### config.mk
export PLATFORM = sky130hd
export DESIGN_NAME = rc4_ram
export DESIGN_NICKNAME = d
export VERILOG_FILES = /design/src/sv/rc4_pkg.sv /design/src/sv/rc4_ram.sv
export SDC_FILE = /design/constraint.sdc
export NUM_CORES = 2
export LEC_CHECK = 0
export ABC_CLOCK_PERIOD_IN_PS = 4950
export BUFFER_PORTS_ARGS = -buffer_cell sky130_fd_sc_hd__buf_2
export CAP_MARGIN = 20
export CORE_ASPECT_RATIO = 0.5
export CORE_UTILIZATION = 59
export CTS_CLUSTER_SIZE = 30
export DETAILED_ROUTE_END_ITERATION = 8
export PLACE_DENSITY = 0.77
export SYNTH_ARGS = -nofsm -noshare
export SYNTH_HDL_FRONTEND = slang
export SYNTH_SLANG_ARGS = --single-unit
### constraint.sdc
create_clock -name aclk -period 4.95 [get_ports aclk]
set_input_delay 0.2475 -clock aclk [delete_from_list [all_inputs] [get_ports aclk]]
set_output_delay 0.2475 -clock aclk [all_outputs]
set_load 0.05 [all_outputs]
### src/sv/rc4_pkg.sv
`timescale 1ns / 1ps
// shared types and codes for the rc4 keystream cipher
// no dependencies; imported by rc4_ram and rc4_keystream_cipher_top
package rc4_pkg;

    typedef logic [7:0] byte_t;

    // operation codes carried in s_tuser
    localparam logic [1:0] OP_LOAD     = 2'd0;
    localparam logic [1:0] OP_SCHEDULE = 2'd1;
    localparam logic [1:0] OP_CRYPT    = 2'd2;

    // permutation geometry
    localparam int PERM_AW = 8;
    localparam int PERM_DEPTH = 256;

    // key length register width and reset value
    localparam int KLEN_W = 9;
    localparam logic [KLEN_W-1:0] KLEN_RESET = 9'd16;

endpackage

### src/sv/rc4_ram.sv
`timescale 1ns / 1ps
// byte-wide synchronous ram, one write port and one registered read port
// depends on rc4_pkg for the byte type
module rc4_ram #(
    parameter int DEPTH = 256,
    parameter int AW = 8
) (
    input  logic          aclk,
    input  logic          wr_en,
    input  logic [AW-1:0] wr_addr,
    input  rc4_pkg::byte_t wr_data,
    input  logic [AW-1:0] rd_addr,
    output rc4_pkg::byte_t rd_data
);
    import rc4_pkg::*;

    byte_t mem [DEPTH];
    byte_t rd_data_reg;

    // write port and read-first registered read
    always_ff @(posedge aclk) begin
        if (wr_en) begin
            mem[wr_addr] <= wr_data;
        end
        rd_data_reg <= mem[rd_addr];
    end

    assign rd_data = rd_data_reg;

endmodule
==> impl_metrics.tcl <==
set metrics [dict create \
    status "finished, final reports clean" \
    synth_warnings 0 \
    drc 0 \
    hold_ws_ps 72.9 \
    vdd_drop_max_uv 348 \
    period_share_pct 65.0 \
    hp-start "wr_data[6]" \
    first_pass_iters 6 \
    finalSetupTns_ps 0 \
    cts_tree "built" \
    cts_buffers 170 \
    area_growth_syn_to_layout_pct 9.25 \
    worstSetupEndpointType "flop" \
    synth.area.top_cells "edfxtp_1, mux4_2, mux2i_1, nor2_1, a22oi_1" \
    die-area_sq_um 136000 \
    synth_seq_cells 2056 \
    port_buffers 33 \
    track_usage_pct 28.5 \
    total_power_mw 33.9 \
    holdPathEnd "mem[60][6]" \
    power.density_nw_per_um2 390 \
    start_util_pct 60.0 \
    r2r_cells 6 \
    netSwitchingPower_mw 7.32 \
    grt_pass1_vias 39200 \
    clk_root_buffer_cell "clkbuf_16" \
    clk_latency_ps 820 \
    yosysTopAreaCellShare_pct 77.3 \
    filler_cell_count 8064 \
    synth.distinct_cells 55 \
    via_per_inst 6.97 \
    fin_util_pct 65.5 \
    power.share.combinational_pct 5.2 \
    grt_start_max_net_pins 213 \
    relSlewSlack_pct 21.7 \
    r2r_setup_slack_ps 1850 \
    start_kind "input pin" \
    vias 39900 \
    clockBufferDepth 3 \
    worstPathArrival_ps 3840 \
    drt_iter0_markers 6238 \
    hold_class "in -> reg" \
    max_cap_violations 0 \
    postSynth.asyncResetShare_pct 0 \
    cp.required_ps 5570 \
    worstHoldPathCells 1 \
    ys_seq_area_share_pct 77.5 \
    post_drt_wl_per_cell_microns 33.5 \
    largest_reg_flops 2048 \
    core_sq_um 133000 \
    fmax_mhz 311 \
    yosysTopAreaCell "edfxtp_1" \
    synthFlopType "edfxtp_1" \
    cts_resized 0 \
    gp_congestion 0.864 \
    syn_avg_cell_area_sq_um 21.3 \
    syn-cell-area_sq_um 79600 \
    grt_pass1_wl_microns 276000 \
    internal_power_mw 26.6 \
    grt.overflow.total 0 \
    finalHoldViolCount 0 \
    switching_share_pct 21.6 \
    cts_sinks 2056 \
    setup_violations 0 \
    wirelength_microns 192000 \
    drv_slew 0 \
    power_frac_clock_pct 38.1 \
    ios 34 \
    stdcell_count 5732 \
    rr_endpoint "rd_data[3]" \
    min_period_ps 3220 \
    antenna_found_initial 7 \
    fp.dieH_microns 262 \
    drtAntennaViolNets 0 \
    power_frac_seq_pct 56.7 \
    dp_hpwl_microns 113000 \
    layout-drive-gt1-share_pct 21.5 \
    synth_edf_count 2048 \
    synth_nets 3759 \
    critical_path_class "in -> reg" \
    layout.nets 3843 \
    finalClockSkew_ps 29.6 \
    rsz0062_at_grt "false" \
    tightest_slew_ps 1170 \
    synth_cells 3733 \
    p_leak_nw 26.6 \
    post-place-cells 5416 \
    r2r-start "mem[83][3]" \
    path_max_fanout 71 \
    h-tree-depth 4 \
    die_x_microns 521 \
    clk_pin_slew_worst_paths_ps 70 \
    rows 94 \
]
[cell families (layout without fill, tap and decap cells)]
group	after synthesis	count (layout)	synth area share, %
AO/OA/AOI/OAI	385	385	3.42
buffers and inverters	235	455	1.83
multiplexers	591	591	14.6
AND/OR/NAND/NOR	466	466	2.63
flip-flops	2056	2056	77.5
other	0	3	0
[power groups by stage]
stage	clock network, mW	logic, mW	registers [mW]
3_5_place_dp	0	1.71	19.6
4_1_cts	12.9	1.73	19.2
3_3_place_gp	0	1.67	19.6
2_1_floorplan	0	0.932	19.6
6_report	12.9	1.75	19.2
5_1_grt	13.5	1.81	19.2
[layout by cell type (no fill, tap or decap), drive strengths merged, types with 31 or more instances in the layout]
master / netlist / final
buf: 122 / 133
nor2: 282 / 282
mux2i: 134 / 134
clkbuf: 111 / 234
a22oi: 133 / 133
a21oi: 96 / 96
mux4: 456 / 456
clkinv: 1 / 71
nor2b: 31 / 31
nand2: 33 / 33
nand3: 34 / 34
o221ai: 47 / 47
edfxtp: 2048 / 2048
[how the worst max path moves through the flow]
stage	start	to	cells after the start
final	rd_addr[1]	rd_data[3]	8
after global routing	rd_addr[0]	rd_data[2]	9
after CTS	rd_addr[1]	rd_data[3]	8
after detailed placement	rd_addr[0]	rd_data[2]	9
after global placement	rd_addr[0]	rd_data[2]	9
after floorplan	rd_addr[0]	rd_data[2]	9
[area by class of cell]
type / instances / area [sq um] / area share [%]
Antenna cell: 3 / 7.51 / 0.00864
Clock buffer: 225 / 4640 / 5.34
Clock inverter: 83 / 557 / 0.641
Inverter: 2 / 7.51 / 0.00864
Multi-Input combinational cell: 1442 / 16500 / 19.0
Sequential cell: 2056 / 61700 / 70.9
Tap cell: 1776 / 2220 / 2.56
Timing Repair Buffer: 145 / 1330 / 1.53
[per-layer routing]
metal	share of wire, %	up-vias	GRT usage [%]
met3	13	411	7.60
met4	3.7	10	10.7
met5	0.039	-	0
met1	37	20700	39.6
met2	47	2951	44.0
li1	-	15800	-
[worst max-delay path: stages]
cell and delay (ps):
buf_8 530, buf_4 540, mux4_2 390, a22o_1 270, a221oi_1 610, o32ai_1 210
nor3_1 790, nor4_1 170
[repair_timing]
| action | CTS | global route |
|---|---|---|
| hold buffers | 2 | 0 |
| hold endpoints to repair | 52 | 0 |
| buffers inserted | 0 | 0 |
[cell usage after synthesis (3+ instances only)]
cell type	number
o32ai_1	4
mux2i_1	134
a221oi_1	13
clkbuf_1	111
nand3_1	34
nor4_1	24
and2_1	6
nor2_1	282
a22oi_1	133
buf_6	21
nor4_2	3
a22o_1	8
nor2b_1	31
buf_8	13
a21oi_1	96
nand2b_1	8
buf_1	22
nand4_1	10
a211oi_1	16
dfxtp_1	8
buf_4	27
o21ai_0	10
or2_2	4
nor3_1	22
o221ai_1	46
o22ai_1	28
nand2_1	33
mux4_2	454
o22a_1	5
buf_12	8
edfxtp_1	2048
buf_2	31
o211ai_1	10
[stage by stage]
step	worst slack, ps	area, sq um
after global routing	1600	86900
final	1730	86900
after floorplan	2760	79600
after detailed placement	1120	81700
after global placement	654	81600
after CTS	1930	86900
(Power assumes the default switching activity.)
